File: src/sv/mlfq_pkg.sv
// Shared types, codes and helpers for the feedback-queue scheduler.
`default_nettype none
package mlfq_pkg;

  localparam int IdWidth     = 16;
  localparam int SlotWidth   = 6;
  localparam int PeriodWidth = 10;
  localparam int QuantWidth  = 4;

  localparam logic [2:0] ACT_CREATE  = 3'd0;
  localparam logic [2:0] ACT_SETRUN  = 3'd1;
  localparam logic [2:0] ACT_SETPRIO = 3'd2;
  localparam logic [2:0] ACT_LOCK    = 3'd3;
  localparam logic [2:0] ACT_UNLOCK  = 3'd4;
  localparam logic [2:0] ACT_TICK    = 3'd5;
  localparam logic [2:0] ACT_PICK    = 3'd6;

  localparam logic [1:0] STS_OK      = 2'd0;
  localparam logic [1:0] STS_REFUSED = 2'd1;
  localparam logic [1:0] STS_EMPTY   = 2'd2;
  localparam logic [1:0] STS_NONE    = 2'd3;

  localparam logic [1:0] LEVEL_TOP = 2'd0;
  localparam logic [1:0] PRIO_BASE = 2'd3;

  // slot marks and id
  typedef struct packed {
    logic                 used;
    logic                 runnable;
    logic [IdWidth-1:0]   id;
  } a_word_t;

  // scheduling attributes
  typedef struct packed {
    logic [1:0]            level;
    logic [1:0]            prio;
    logic [QuantWidth-1:0] quantum;
  } b_word_t;

  typedef enum logic [3:0] {
    ST_CLEAR,
    ST_IDLE,
    ST_RD,
    ST_LRD,
    ST_SCAN,
    ST_SEND,
    ST_BOOST,
    ST_DONE
  } seq_state_t;

  function automatic b_word_t refresh_word(logic [QuantWidth-1:0] fq);
    b_word_t r;
    r.level   = LEVEL_TOP;
    r.prio    = PRIO_BASE;
    r.quantum = fq;
    return r;
  endfunction

  // one tick of quantum; when it runs out, drop a level, or at level 2 lower prio
  function automatic b_word_t charge(b_word_t e);
    b_word_t               r;
    logic [QuantWidth-1:0] q;
    r = e;
    q = e.quantum - 4'd1;
    if (q == 4'd0) begin
      if (e.level < 2'd2) begin
        r.level = e.level + 2'd1;
        q = (e.level == 2'd0) ? 4'd6 : 4'd8;
      end else begin
        if (e.prio != 2'd0) r.prio = e.prio - 2'd1;
        q = 4'd8;
      end
    end
    r.quantum = q;
    return r;
  endfunction

  // lower key is served first
  function automatic logic [3:0] sched_key(b_word_t e);
    logic [3:0] k;
    if (e.level >= 2'd2) k = 4'd8 + {2'b00, e.prio};
    else k = {e.level, 2'b00};
    return k;
  endfunction

endpackage
`default_nettype wire

File: src/sv/mlfq_mem.sv
// Single-port-write, single-port-read synchronous memory, registered read.
`default_nettype none
module mlfq_mem #(
  parameter int WIDTH = 8,
  parameter int DEPTH = 64
) (
  input  wire logic                     clk,
  input  wire logic                     we,
  input  wire logic [$clog2(DEPTH)-1:0] waddr,
  input  wire logic [WIDTH-1:0]         wdata,
  input  wire logic [$clog2(DEPTH)-1:0] raddr,
  output logic      [WIDTH-1:0]         rdata
);

  logic [WIDTH-1:0] mem [DEPTH];

  always_ff @(posedge clk) begin
    if (we) mem[waddr] <= wdata;
  end

  always_ff @(posedge clk) begin
    rdata <= mem[raddr];
  end

endmodule
`default_nettype wire

File: src/sv/mlfq_seq.sv
// Event sequencer: reads, updates and writes back the slot tables.
`default_nettype none
module mlfq_seq import mlfq_pkg::*; #(
  parameter int NUM_SLOTS = 64
) (
  input  wire logic                       clk,
  input  wire logic                       rst,
  input  wire logic [PeriodWidth-1:0]     boost_period,
  input  wire logic [QuantWidth-1:0]      fresh_quantum,
  input  wire logic                       in_valid,
  output logic                            in_ready,
  input  wire logic [2:0]                 in_action,
  input  wire logic [SlotWidth-1:0]       in_slot,
  input  wire logic [IdWidth-1:0]         in_id,
  input  wire logic                       in_flag,
  input  wire logic [1:0]                 in_prio,
  output logic                            out_valid,
  input  wire logic                       out_ready,
  output logic [1:0]                      out_status,
  output logic [SlotWidth-1:0]            out_chosen,
  output logic                            out_boosted,
  output logic                            a_we,
  output logic [$clog2(NUM_SLOTS)-1:0]    a_waddr,
  output a_word_t                         a_wdata,
  output logic                            b_we,
  output logic [$clog2(NUM_SLOTS)-1:0]    b_waddr,
  output b_word_t                         b_wdata,
  output logic [$clog2(NUM_SLOTS)-1:0]    rd_addr,
  input  a_word_t                         rd_a,
  input  b_word_t                         rd_b
);

  localparam int SW = $clog2(NUM_SLOTS);
  localparam logic [SW-1:0] LastIdx = SW'(NUM_SLOTS - 1);

  seq_state_t state, state_next;

  logic [2:0]             act;
  logic [SlotWidth-1:0]   slot_r;
  logic [IdWidth-1:0]     id_r;
  logic                   flag_r;
  logic [1:0]             prio_r;
  logic                   used_r;
  logic [PeriodWidth-1:0] gcount;
  logic                   lock_valid;
  logic [SW-1:0]          lock_slot;
  logic [SW-1:0]          last_picked;
  logic [SW-1:0]          ptr;
  logic [SW-1:0]          pptr;
  logic [SW-1:0]          cnt;
  logic                   pv;
  logic                   found;
  logic [3:0]             best_key;
  logic [SW-1:0]          best;
  b_word_t                best_b;
  logic [1:0]             res_status;
  logic [SlotWidth-1:0]   res_chosen;
  logic                   res_boost;

  logic          found_next;
  logic [3:0]    best_key_next;
  logic [SW-1:0] best_next;
  b_word_t       best_b_next;
  logic          hit;
  logic [3:0]    key;

  logic [SW-1:0] si;
  logic          ok_slot;
  logic          used_rd;
  logic          boost_hit;
  logic          unlock_ok;
  logic          in_fire;

  function automatic logic [SW-1:0] wrap_inc(logic [SW-1:0] s);
    return (s == LastIdx) ? '0 : s + 1'b1;
  endfunction

  function automatic logic [SW-1:0] wrap_dec(logic [SW-1:0] s);
    return (s == '0) ? LastIdx : s - 1'b1;
  endfunction

  assign si        = SW'(slot_r);
  assign ok_slot   = 32'(slot_r) < NUM_SLOTS;
  assign used_rd   = ok_slot && rd_a.used;
  assign boost_hit = gcount >= (boost_period - 10'd1);
  assign unlock_ok = ok_slot && lock_valid && (lock_slot == si);
  assign in_fire   = in_valid && in_ready;

  // compare stage of the table walk
  always_comb begin
    key = sched_key(rd_b);
    if (act == ACT_PICK) begin
      hit = pv && rd_a.used && rd_a.runnable && (!found || key < best_key);
    end else begin
      hit = pv && rd_a.used && !found && (rd_a.id == id_r);
    end
    found_next    = found || hit;
    best_next     = hit ? pptr : best;
    best_key_next = hit ? key : best_key;
    best_b_next   = hit ? rd_b : best_b;
  end

  always_comb begin
    state_next = state;
    unique case (state)
      ST_CLEAR: if (ptr == LastIdx) state_next = ST_IDLE;
      ST_IDLE: begin
        if (in_valid) begin
          priority case (in_action)
            ACT_CREATE, ACT_SETRUN, ACT_LOCK, ACT_UNLOCK, ACT_TICK: state_next = ST_RD;
            ACT_SETPRIO: state_next = ST_SCAN;
            ACT_PICK:    state_next = lock_valid ? ST_RD : ST_SCAN;
            default:     state_next = ST_DONE;
          endcase
        end
      end
      ST_RD: begin
        priority case (act)
          ACT_LOCK: state_next = ST_LRD;
          ACT_TICK: state_next = (used_rd && rd_b.quantum != '0 && boost_hit) ?
                                 ST_BOOST : ST_DONE;
          ACT_PICK: state_next = (rd_a.used && rd_a.runnable) ? ST_DONE : ST_SCAN;
          default:  state_next = ST_DONE;
        endcase
      end
      ST_LRD:   state_next = ST_DONE;
      ST_SCAN:  if (cnt == LastIdx) state_next = ST_SEND;
      ST_SEND:  state_next = ST_DONE;
      ST_BOOST: if (ptr == LastIdx) state_next = ST_DONE;
      ST_DONE:  if (!out_valid || out_ready) state_next = ST_IDLE;
      default:  state_next = ST_IDLE;
    endcase
  end

  always_comb begin
    in_ready = (state == ST_IDLE);
    a_we     = 1'b0;
    a_waddr  = ptr;
    a_wdata  = '0;
    b_we     = 1'b0;
    b_waddr  = ptr;
    b_wdata  = refresh_word(fresh_quantum);
    rd_addr  = ptr;
    unique case (state)
      ST_IDLE: rd_addr = (in_action == ACT_PICK) ? lock_slot : SW'(in_slot);
      ST_RD: begin
        rd_addr = lock_slot;
        a_waddr = si;
        b_waddr = si;
        priority case (act)
          ACT_CREATE: begin
            if (ok_slot && !rd_a.used) begin
              a_we    = 1'b1;
              a_wdata = '{used: 1'b1, runnable: 1'b0, id: id_r};
              b_we    = 1'b1;
            end
          end
          ACT_SETRUN: begin
            if (used_rd) begin
              a_we    = 1'b1;
              a_wdata = '{used: 1'b1, runnable: flag_r, id: rd_a.id};
            end
          end
          ACT_UNLOCK: b_we = unlock_ok;
          ACT_TICK: begin
            if (used_rd && rd_b.quantum != '0) begin
              b_we    = 1'b1;
              b_wdata = charge(rd_b);
            end
          end
          default: ;
        endcase
      end
      ST_SEND: begin
        b_waddr = best_next;
        if (act == ACT_SETPRIO && found_next) begin
          b_we    = 1'b1;
          b_wdata = '{level: best_b_next.level, prio: prio_r,
                      quantum: best_b_next.quantum};
        end
      end
      ST_BOOST: b_we = 1'b1;
      ST_CLEAR: a_we = 1'b1;
      default: ;
    endcase
  end

  always_ff @(posedge clk) begin
    if (rst) state <= ST_CLEAR;
    else state <= state_next;
  end

  always_ff @(posedge clk) begin
    if (rst) begin
      gcount      <= '0;
      lock_valid  <= 1'b0;
      lock_slot   <= '0;
      last_picked <= SW'(63 % NUM_SLOTS);
      ptr         <= '0;
      cnt         <= '0;
      pv          <= 1'b0;
      out_valid   <= 1'b0;
    end else begin
      pv   <= (state == ST_SCAN);
      pptr <= ptr;
      if (state == ST_SCAN || state == ST_SEND) begin
        found    <= found_next;
        best     <= best_next;
        best_key <= best_key_next;
        best_b   <= best_b_next;
      end
      if (out_valid && out_ready && state != ST_DONE) out_valid <= 1'b0;
      unique case (state)
        ST_CLEAR: ptr <= wrap_inc(ptr);
        ST_IDLE: begin
          if (in_fire) begin
            act        <= in_action;
            slot_r     <= in_slot;
            id_r       <= in_id;
            flag_r     <= in_flag;
            prio_r     <= in_prio;
            found      <= 1'b0;
            cnt        <= '0;
            ptr        <= (in_action == ACT_PICK) ? wrap_inc(last_picked) : '0;
            res_status <= STS_REFUSED;
            res_chosen <= '0;
            res_boost  <= 1'b0;
          end
        end
        ST_RD: begin
          priority case (act)
            ACT_CREATE: if (ok_slot && !rd_a.used) res_status <= STS_OK;
            ACT_SETRUN: if (used_rd) res_status <= STS_OK;
            ACT_LOCK:   used_r <= used_rd;
            ACT_UNLOCK: begin
              if (unlock_ok) begin
                last_picked <= wrap_dec(si);
                lock_valid  <= 1'b0;
                res_status  <= STS_OK;
              end
            end
            ACT_TICK: begin
              if (used_rd) begin
                if (rd_b.quantum == '0) begin
                  res_status <= STS_EMPTY;
                end else begin
                  res_status <= STS_OK;
                  if (boost_hit) begin
                    res_boost <= 1'b1;
                    gcount    <= '0;
                    ptr       <= '0;
                    if (lock_valid) begin
                      last_picked <= wrap_dec(lock_slot);
                      lock_valid  <= 1'b0;
                    end
                  end else begin
                    gcount <= gcount + 10'd1;
                  end
                end
              end
            end
            ACT_PICK: begin
              if (rd_a.used && rd_a.runnable) begin
                res_chosen <= SlotWidth'(lock_slot);
                res_status <= STS_OK;
              end else begin
                lock_valid <= 1'b0;
              end
            end
            default: ;
          endcase
        end
        ST_LRD: begin
          if (used_r) begin
            gcount <= '0;
            if (!(lock_valid && rd_a.runnable)) begin
              lock_valid <= 1'b1;
              lock_slot  <= si;
              res_status <= STS_OK;
            end
          end
        end
        ST_SCAN: begin
          ptr <= wrap_inc(ptr);
          cnt <= cnt + 1'b1;
        end
        ST_SEND: begin
          if (act == ACT_PICK) begin
            if (found_next) begin
              res_chosen  <= SlotWidth'(best_next);
              last_picked <= best_next;
              res_status  <= STS_OK;
            end else begin
              res_status <= STS_NONE;
            end
          end else if (found_next) begin
            res_status <= STS_OK;
          end
        end
        ST_BOOST: ptr <= wrap_inc(ptr);
        ST_DONE: begin
          if (!out_valid || out_ready) begin
            out_valid   <= 1'b1;
            out_status  <= res_status;
            out_chosen  <= res_chosen;
            out_boosted <= res_boost;
          end
        end
        default: ;
      endcase
    end
  end

  a_lock_from_lock_event: assert property (@(posedge clk) disable iff (rst)
    $rose(lock_valid) |-> $past(state) == ST_LRD)
    else $error("lock taken outside a lock event");

  a_no_write_in_walk: assert property (@(posedge clk) disable iff (rst)
    (state == ST_SCAN || state == ST_LRD) |-> !a_we && !b_we)
    else $error("table written during a read-only walk");

  a_result_from_done: assert property (@(posedge clk) disable iff (rst)
    $rose(out_valid) |-> $past(state) == ST_DONE)
    else $error("result issued outside the done state");

  a_no_accept_in_clear: assert property (@(posedge clk) disable iff (rst)
    (state == ST_CLEAR) |-> !in_ready)
    else $error("item accepted during table clear");

endmodule
`default_nettype wire

File: src/sv/mlfq_process_scheduler_unit.sv
// Top level of the feedback-queue scheduler: ports, settings, tables.
//
// Items arrive on the s_ channel (action in s_tuser, arguments in s_tdata)
// and each gives exactly one result item on the m_ channel. Settings are
// written on the cfg_ channel, which is always ready; index 0 is the boost
// period, index 1 the fresh quantum. Write them only while the block idles.
//
// One item is handled at a time. Create, set runnable, unlock, a tick
// without boost and a pick served by the lock read the slot and then give
// the result; lock adds a second read and an unknown action goes straight
// to the result. A pick or set priority walks the slot table one slot per
// cycle through the read port of the tables; a pick that finds the lock
// stale walks after it. A tick that boosts rewrites every slot's attributes.
//
// After reset the block clears the slot marks, one slot per cycle, with
// s_tready low. A result waits in the output register while m_tready is
// low; the next item is still taken and holds until the output register
// frees.
`default_nettype none
module mlfq_process_scheduler_unit import mlfq_pkg::*; #(
  parameter int NUM_SLOTS = 64
) (
  input  wire logic        clk,
  input  wire logic        rst,
  input  wire logic        s_tvalid,
  output logic             s_tready,
  input  wire logic [31:0] s_tdata,   // slot[5:0], task_id[21:6], runnable_flag[22],
                                      // new_priority[24:23], zero fill
  input  wire logic [2:0]  s_tuser,   // action[2:0]
  output logic             m_tvalid,
  input  wire logic        m_tready,
  output logic [15:0]      m_tdata,   // status[1:0], chosen_slot[7:2], boosted[8],
                                      // zero fill
  input  wire logic        cfg_valid,
  output logic             cfg_ready,
  input  wire logic        cfg_index,
  input  wire logic [9:0]  cfg_data
);

  localparam int SW = $clog2(NUM_SLOTS);
  localparam logic CFG_PERIOD = 1'b0;
  localparam logic CFG_QUANT  = 1'b1;

  logic [PeriodWidth-1:0] boost_period;
  logic [QuantWidth-1:0]  fresh_quantum;

  logic          a_we, b_we;
  logic [SW-1:0] a_waddr, b_waddr, rd_addr;
  a_word_t       a_wdata, rd_a;
  b_word_t       b_wdata, rd_b;
  logic [1:0]            out_status;
  logic [SlotWidth-1:0]  out_chosen;
  logic                  out_boosted;

  assign cfg_ready = 1'b1;

  always_ff @(posedge clk) begin
    if (rst) begin
      boost_period  <= 10'd100;
      fresh_quantum <= 4'd4;
    end else if (cfg_valid) begin
      unique case (cfg_index)
        CFG_PERIOD: boost_period  <= cfg_data;
        CFG_QUANT:  fresh_quantum <= cfg_data[QuantWidth-1:0];
        default: ;
      endcase
    end
  end

  mlfq_mem #(.WIDTH($bits(a_word_t)), .DEPTH(NUM_SLOTS)) u_mem_a (
    .clk   (clk),
    .we    (a_we),
    .waddr (a_waddr),
    .wdata (a_wdata),
    .raddr (rd_addr),
    .rdata (rd_a)
  );

  mlfq_mem #(.WIDTH($bits(b_word_t)), .DEPTH(NUM_SLOTS)) u_mem_b (
    .clk   (clk),
    .we    (b_we),
    .waddr (b_waddr),
    .wdata (b_wdata),
    .raddr (rd_addr),
    .rdata (rd_b)
  );

  mlfq_seq #(.NUM_SLOTS(NUM_SLOTS)) u_seq (
    .clk           (clk),
    .rst           (rst),
    .boost_period  (boost_period),
    .fresh_quantum (fresh_quantum),
    .in_valid      (s_tvalid),
    .in_ready      (s_tready),
    .in_action     (s_tuser),
    .in_slot       (s_tdata[5:0]),
    .in_id         (s_tdata[21:6]),
    .in_flag       (s_tdata[22]),
    .in_prio       (s_tdata[24:23]),
    .out_valid     (m_tvalid),
    .out_ready     (m_tready),
    .out_status    (out_status),
    .out_chosen    (out_chosen),
    .out_boosted   (out_boosted),
    .a_we          (a_we),
    .a_waddr       (a_waddr),
    .a_wdata       (a_wdata),
    .b_we          (b_we),
    .b_waddr       (b_waddr),
    .b_wdata       (b_wdata),
    .rd_addr       (rd_addr),
    .rd_a          (rd_a),
    .rd_b          (rd_b)
  );

  assign m_tdata = {7'd0, out_boosted, out_chosen, out_status};

endmodule
`default_nettype wire
File: config.mk
export PLATFORM = sky130hd
export DESIGN_NAME = mlfq_process_scheduler_unit
export DESIGN_NICKNAME = d
export VERILOG_FILES = /design/src/sv/mlfq_pkg.sv /design/src/sv/mlfq_mem.sv /design/src/sv/mlfq_seq.sv /design/src/sv/mlfq_process_scheduler_unit.sv
export SDC_FILE = /design/constraint.sdc
export NUM_CORES = 2
export LEC_CHECK = 0
export BUFFER_PORTS_ARGS = -buffer_cell sky130_fd_sc_hd__buf_4
export CAP_MARGIN = 10
export CORE_ASPECT_RATIO = 0.7
export CORE_MARGIN = 2
export CORE_UTILIZATION = 40
export DETAILED_ROUTE_END_ITERATION = 12
export GPL_TIMING_DRIVEN = 0
export SYNTH_ARGS = -nofsm -noshare
export SYNTH_HDL_FRONTEND = slang
export SYNTH_HIERARCHICAL = 1
export SYNTH_SLANG_ARGS = --single-unit
File: constraint.sdc
create_clock -name clk -period 5.8 [get_ports clk]
set_clock_uncertainty 0.15 [all_clocks]
set_input_delay 0.29 -clock clk [delete_from_list [all_inputs] [get_ports clk]]
set_output_delay 0.29 -clock clk [all_outputs]
set_load 0.05 [all_outputs]
Word-level counts from Yosys, hierarchy flattened. Memories as Yosys holds them, arrays and structs flattened. A register that Yosys moved wholly into a read port is not among the register bits. Cells that the tools add are included.

Muxes and demuxes: 112. Shift-type cells: 0. Magnitude comparators: 4. Multiply operators: 0. Equal/unequal tests: 54. Divide/modulo/power cells: 0. Reduce and logical (&&, ||, !) cells: 57. Add/subtract/negate cells: 11. Bitwise operators: 3.

Operators by type and width (number): $mux 6 (23); $pmux 6 s2 (5); $mux 18 (3); $mux 10 (5); $mux 4 (10); $pmux 18 s2 (1); $pmux 6 s3 (2); $mux 2 (16); $mux 8 (4); $mux 1 (28); $pmux 4 s7 (1); $pmux 4 s3 (2); $ne 3x3->1 const B (7); $ne 2x1->1 const B (10); $pmux 10 s2 (1); $add 6x1->6 const B (3); $eq 3x3->1 const B (6); $eq 6x6->1 const B (3); $reduce_and 9->1 (2); $eq 16x16->1 (1); $eq 4x3->1 const B (4); $pmux 8 s2 (1); $reduce_and 3->1 (5); $logic_and 1x1->1 (14); 44 further kinds (84).

Bits of input ports: 51. Memories: 2. Register bits after elaboration: 127. Word-level logic and storage cells: 273. Bits in read-only memories: 0. Latch bits: 0. RAM bits: 1664.

Memories: u_mem_a.mem (words 64, bits a word 18, rd ports 1, clocked after Yosys merged registers in 1, wr ports 1, line mlfq_mem.sv:15) `logic [WIDTH-1:0] mem [DEPTH];`; u_mem_b.mem (words 64, bits a word 8, rd ports 1, clocked after Yosys merged registers in 1, wr ports 1, line mlfq_mem.sv:15).

Logic depth before layout (Yosys ltp).
Depth after elaboration: 12. Mapped depth: 17.

Modules after synthesis. The synthesis kept the hierarchy.

By module, submodules not included: mlfq_mem (u_mem_a) (area an instance 44958.1 um^2, instances 1, seq. area each 34953.5 um^2, cells an instance 2069); mlfq_mem (u_mem_b) (area an instance 20190.6 um^2, instances 1, seq. area each 15534.9 um^2, cells an instance 972); mlfq_seq (area an instance 6770.2 um^2, instances 1, seq. area each 2902.8 um^2, cells an instance 735); mlfq_process_scheduler_unit (area an instance 660.6 um^2, instances 1, seq. area each 280.3 um^2, cells an instance 68).

Worst setup path after synthesis. OpenSTA, ideal clock, no wires.

Path type: register -> register. From: register u_mem_b.rdata[6] (read register of u_mem_b.mem). To: memory u_mem_b.mem[0][7] (data pin). Cell stages (with the launch flop): 13. Library setup time: 0.702 ns. Clock period less this slack: 5.603 ns. Path buffers: 1. Arrival: 4.751 ns. Slack: 0.197 ns. Required time: 4.948 ns. Cells stage by stage: dfxtp_1 -> inv_1 -> ha_1 -> or2_2 -> and2_1 -> ha_1 -> o211ai_1 -> a31oi_1 -> o21ai_0 -> o211ai_2 -> buf_4 -> mux2i_1 -> o21ai_0.

RTL lines: start, declared (line mlfq_mem.sv:12) `output logic [WIDTH-1:0] rdata`; end, declared (line mlfq_mem.sv:15).

Worst setup path in the final report.
From: register u_mem_b.rdata[6] (read register of u_mem_b.mem). To: memory u_mem_b.mem[44][6], in the netlist u_mem_b/mem[11][6] (enable).

Elaborated cells between the ends (all ways): 14. Those cells by class: 2 x order compare; 8 x mux; 4 x reduce/logical.

RTL lines: $ge 2x2->1 (line mlfq_pkg.sv:81) `if (e.level >= 2'd2) k = 4'd8 + {2'b00, e.prio};`; $mux 4 (line mlfq_pkg.sv:81); named net u_seq.key[3] (line mlfq_seq.sv:65) `logic [3:0] key;`; $lt 4x4->1 (line mlfq_seq.sv:93) `hit = pv && rd_a.used && rd_a.runnable && (!found || key < best_key);`; $logic_or 1x1->1 (line mlfq_seq.sv:93); $logic_and 1x1->1 (line mlfq_seq.sv:93); $mux 1 (line mlfq_seq.sv:92) `if (act == ACT_PICK) begin`; $mux 6 (line mlfq_seq.sv:98) `best_next = hit ? pptr : best;`; $pmux 6 s2 (line mlfq_seq.sv:144) `unique case (state)`; named net b_waddr[2] (line mlfq_process_scheduler_unit.sv:48) `logic [SW-1:0] a_waddr, b_waddr, rd_addr;`.

The timed path passes the listed nets, and every way through them passes these cells.

==> flow_summary.yaml <==
run_status:
  outcome: "finished with violations"
  violations: "setup timing"
flow_run:
  drv_cap: 0
pwr:
  vdd_drop_max_mv: 0.2416
  leakage_nw: 24.85
  power_density_nw_per_um2: 433.4
drt:
  drtAntennaViolNets: 0
  drt_iter0_markers: 6693
  vias: 40430
  firstDrtPassIters: 8
  drcViolationCount: 0
  wirelength_um: 203300
  wl_per_cell_um: 30.08
  vias_per_cell: 5.981
finish:
  nets: 4323
  syn2layout_area_growth_pct: 15.88
  post-route-util: 0.4675
  stdcell_count: 6759
  final_area_um2: 84110
  drive_above_1_share: 0.2403
yosys:
  yosys.cell_count.top_type: "edfxtp_1"
  synthSimpleGateAreaFrac: 0.04649
  synth_top_cell_by_area: "edfxtp_1"
  syn_area_um2: 72580
  synth_compound_area_frac: 0.04517
  syn_inst: 3844
  synth-main-ff-cell: "edfxtp_1"
  syn_avg_cell_area_um2: 18.88
  muxShareOfSynthArea: 0.1358
  yosys.area_share.xor_xnor: 0.006396
  synth_edf_count: 1734
  yosys.cell_types.count: 92
  yosysWarnings: 6
  synth_top_family_by_area: "multiplexers"
  yosys.area_share.adder: 0.004827
  ys_seq_area_frac: 0.7395
  synth-async-reset-ratio: 0
  ys_seq_elements: 1814
  synth_commonest_cells: "edfxtp_1 (1,734), mux4_2 (352), nor2_1 (271)"
  synth_top_area_share: 0.7174
  synth.top_cells.by_area: "edfxtp_1 (72%), mux4_2 (11%), mux2i_1 (2.4%), dfxtp_1 (2.2%), nor2_1 (1.4%)"
grt:
  grt_max_degree: 49
  grtUsageTotal: 0.2170
  first_global_vias: 37960
  grt_pass1_wl_um: 286300
  overflow: 0
  antenna_found_initial: 8
clock_network:
  tritoncts: "done"
  clock_sinks: 1814
  cts_buffer_depth: 3
  clkTransAtPathRegs_ns: 0.06
  cts_buffers: 172
  cts-htree-levels: 4
  ctsRootBufferMaster: "clkbuf_16"
  clk_latency_ns: 0.82
  post_cts_buffers: 0
worst_setup_path:
  slowest_delay_ns: 0.80
  worstPathBufferInverterCount: 4
  worstPathMaxFanout: 10
  slowest_stage: "nor2_1"
  critPathTopFamily: "simple AND/OR/NAND/NOR gates"
  critical_path_arrival_ns: 6.07
  worst_r2r_path_depth: 17
  reg2reg_slack_ns: -0.01
  r2r-end: "u_mem_b/mem[11][6]$_DFFE_PP_"
  startpoint: "u_mem_b/rdata[6]$_DFF_P_"
  required_ns: 6.06
  critical_path_class: "register to register"
  reg2reg_from: "u_mem_b/rdata[6]$_DFF_P_"
  endpoint_kind: "register"
  crit_path_start_kind: "register"
  critical_path.cell_chain: "inv_1 > ha_1 > or2_2 > and2_1 > ha_1 > o211ai_1 > a31oi_1 > o21ai_0 > o211ai_2 > buf_4 > mux2i_1 > a21oi_1 > clkbuf_1 > nand3b_1 > or2_2 > clkbuf_1 > nor2_1"
floorplanning:
  core_um2: 179900
  fp-row-count: 130
  ios: 70
  start_util: 0.4034
  die_h_um: 360.4
  die_area_um2: 184900
  die_w_um: 513.1
placement:
  dp_hpwl_um: 142000
  gp_congestion: 0.9709
  post-place-cells: 6385
  placed_area_um2: 78100
  io_buffer_count: 54
min_path:
  hold_depth: 2
  hold_end: "u_seq/flag_r$_DFFE_PP_"
  worstHoldStart: "s_tdata[22]"
  hp-class: "input pin to register"
sta:
  worst_slack_ns: -0.01176
  post-route-period-util: 1.002
  worstMarginPinSlew_ns: 1.250
  min_period_ns: 5.812
  rsz0062_at_grt: "true"
  max_freq_mhz: 172.1
  slew_viol_final: 0
  hold_viol: 0
  whs_ns: 0.06214
  tns_ns: -0.1496
  relSlewSlack: 0.1597
  setup_viol: 23
[kinds of logic after synthesis]
logic type | after synthesis
compound gates | 432
mux | 540
xor+xnor | 53
fa+ha+maj | 28
flops | 1814
buf+inv | 282
simple gates | 693
other cells | 2
[metal layers]
layer	wire (µm)	GRT usage	share of wire
met1	89960	0.3492	0.44
met5	166	0.004652	0.00082
met3	28240	0.06482	0.14
met2	80840	0.2837	0.40
met4	4125	0.04902	0.020
[report_power, final]
part	total [W]	switching, W	internal [W]
registers	0.0151	0.000254	0.0148
logic	0.0106	0.00675	0.00382
clock network	0.0108	0.00482	0.00597
total	0.0365	0.0118	0.0246
[worst max-delay path by stage]
stage | to | cells after the start
2_1_floorplan | u_mem_b/mem[0][7]$_DFFE_PP_ | 12
3_3_place_gp | u_mem_b/mem[14][0]$_DFFE_PP_ | 12
3_5_place_dp | u_mem_a/rdata[17]$_DFF_P_ | 14
4_1_cts | u_mem_b/mem[4][7]$_DFFE_PP_ | 17
5_1_grt | u_mem_b/mem[11][1]$_DFFE_PP_ | 17
6_report | u_mem_b/mem[11][6]$_DFFE_PP_ | 17
[stage by stage]
stage	setup WS, ns	total power [W]
final	-0.01176	0.03645
after global routing	-0.1298	0.03754
after CTS	0.003872	0.03638
after detailed placement	-0.7827	0.02560
after global placement	-3.564	0.02538
after floorplan	0.1972	0.02158
[cell type report]
cell class                 count  area [µm²]
antenna                        5       12.51
clock inverter                82       599.3
fill                       14930       95790
clock buffer                 226        4707
sequential                  1814       53670
multi-input combinational   1754       17820
timing repair buffer         221        2754
tap                         2376        2973
buffer                       229        1366
inverter                      52       207.7
[state kept, by name, summed over array words and instances, names as in the netlist, 4 cells and up]
signal,cells
boost_period,10
fresh_quantum,4
u_mem_a/mem,1152
u_mem_a/rdata,18
u_mem_b/mem,512
u_mem_b/rdata,8
u_seq/best,6
u_seq/best_b,6
u_seq/best_key,4
u_seq/cnt,6
u_seq/gcount,10
u_seq/id_r,16
u_seq/last_picked,6
u_seq/lock_slot,6
u_seq/out_chosen,6
u_seq/pptr,6
u_seq/ptr,6
u_seq/res_chosen,6
u_seq/si,6
[what timing repair did]
action | CTS | global route
hold buffers | 61 | 0
endpoints found under the hold margin | 68 | 0
endpoints found under the setup margin | 28 | 146
resized for setup | 7 | 16
cloned | 0 | 0
[layout by cell type (no fill, tap or decap), types with 21 or more instances in the layout]
master and count:
nor2_1 174, a22oi_1 99, inv_1 47, clkbuf_1 136
buf_4 106, nor2b_1 36, mux4_2 352, clkinv_1 38
buf_2 54, nor2_2 78, nand2_1 108, a31oi_1 21
nand2b_1 26, dfxtp_1 80, a221oi_2 27, clkbuf_16 180
dlygate4sd3_1 61, nand3_1 76, mux2i_1 175, nor3_1 29
buf_8 66, o21ai_0 46, clkinv_2 25, a21oi_1 54
xnor2_1 36, nand4_1 33, edfxtp_1 1734, a221oi_1 34
o22ai_1 29, buf_12 34, a211oi_1 25, ha_1 28
No activity file was read; power rests on OpenSTA's default activity.
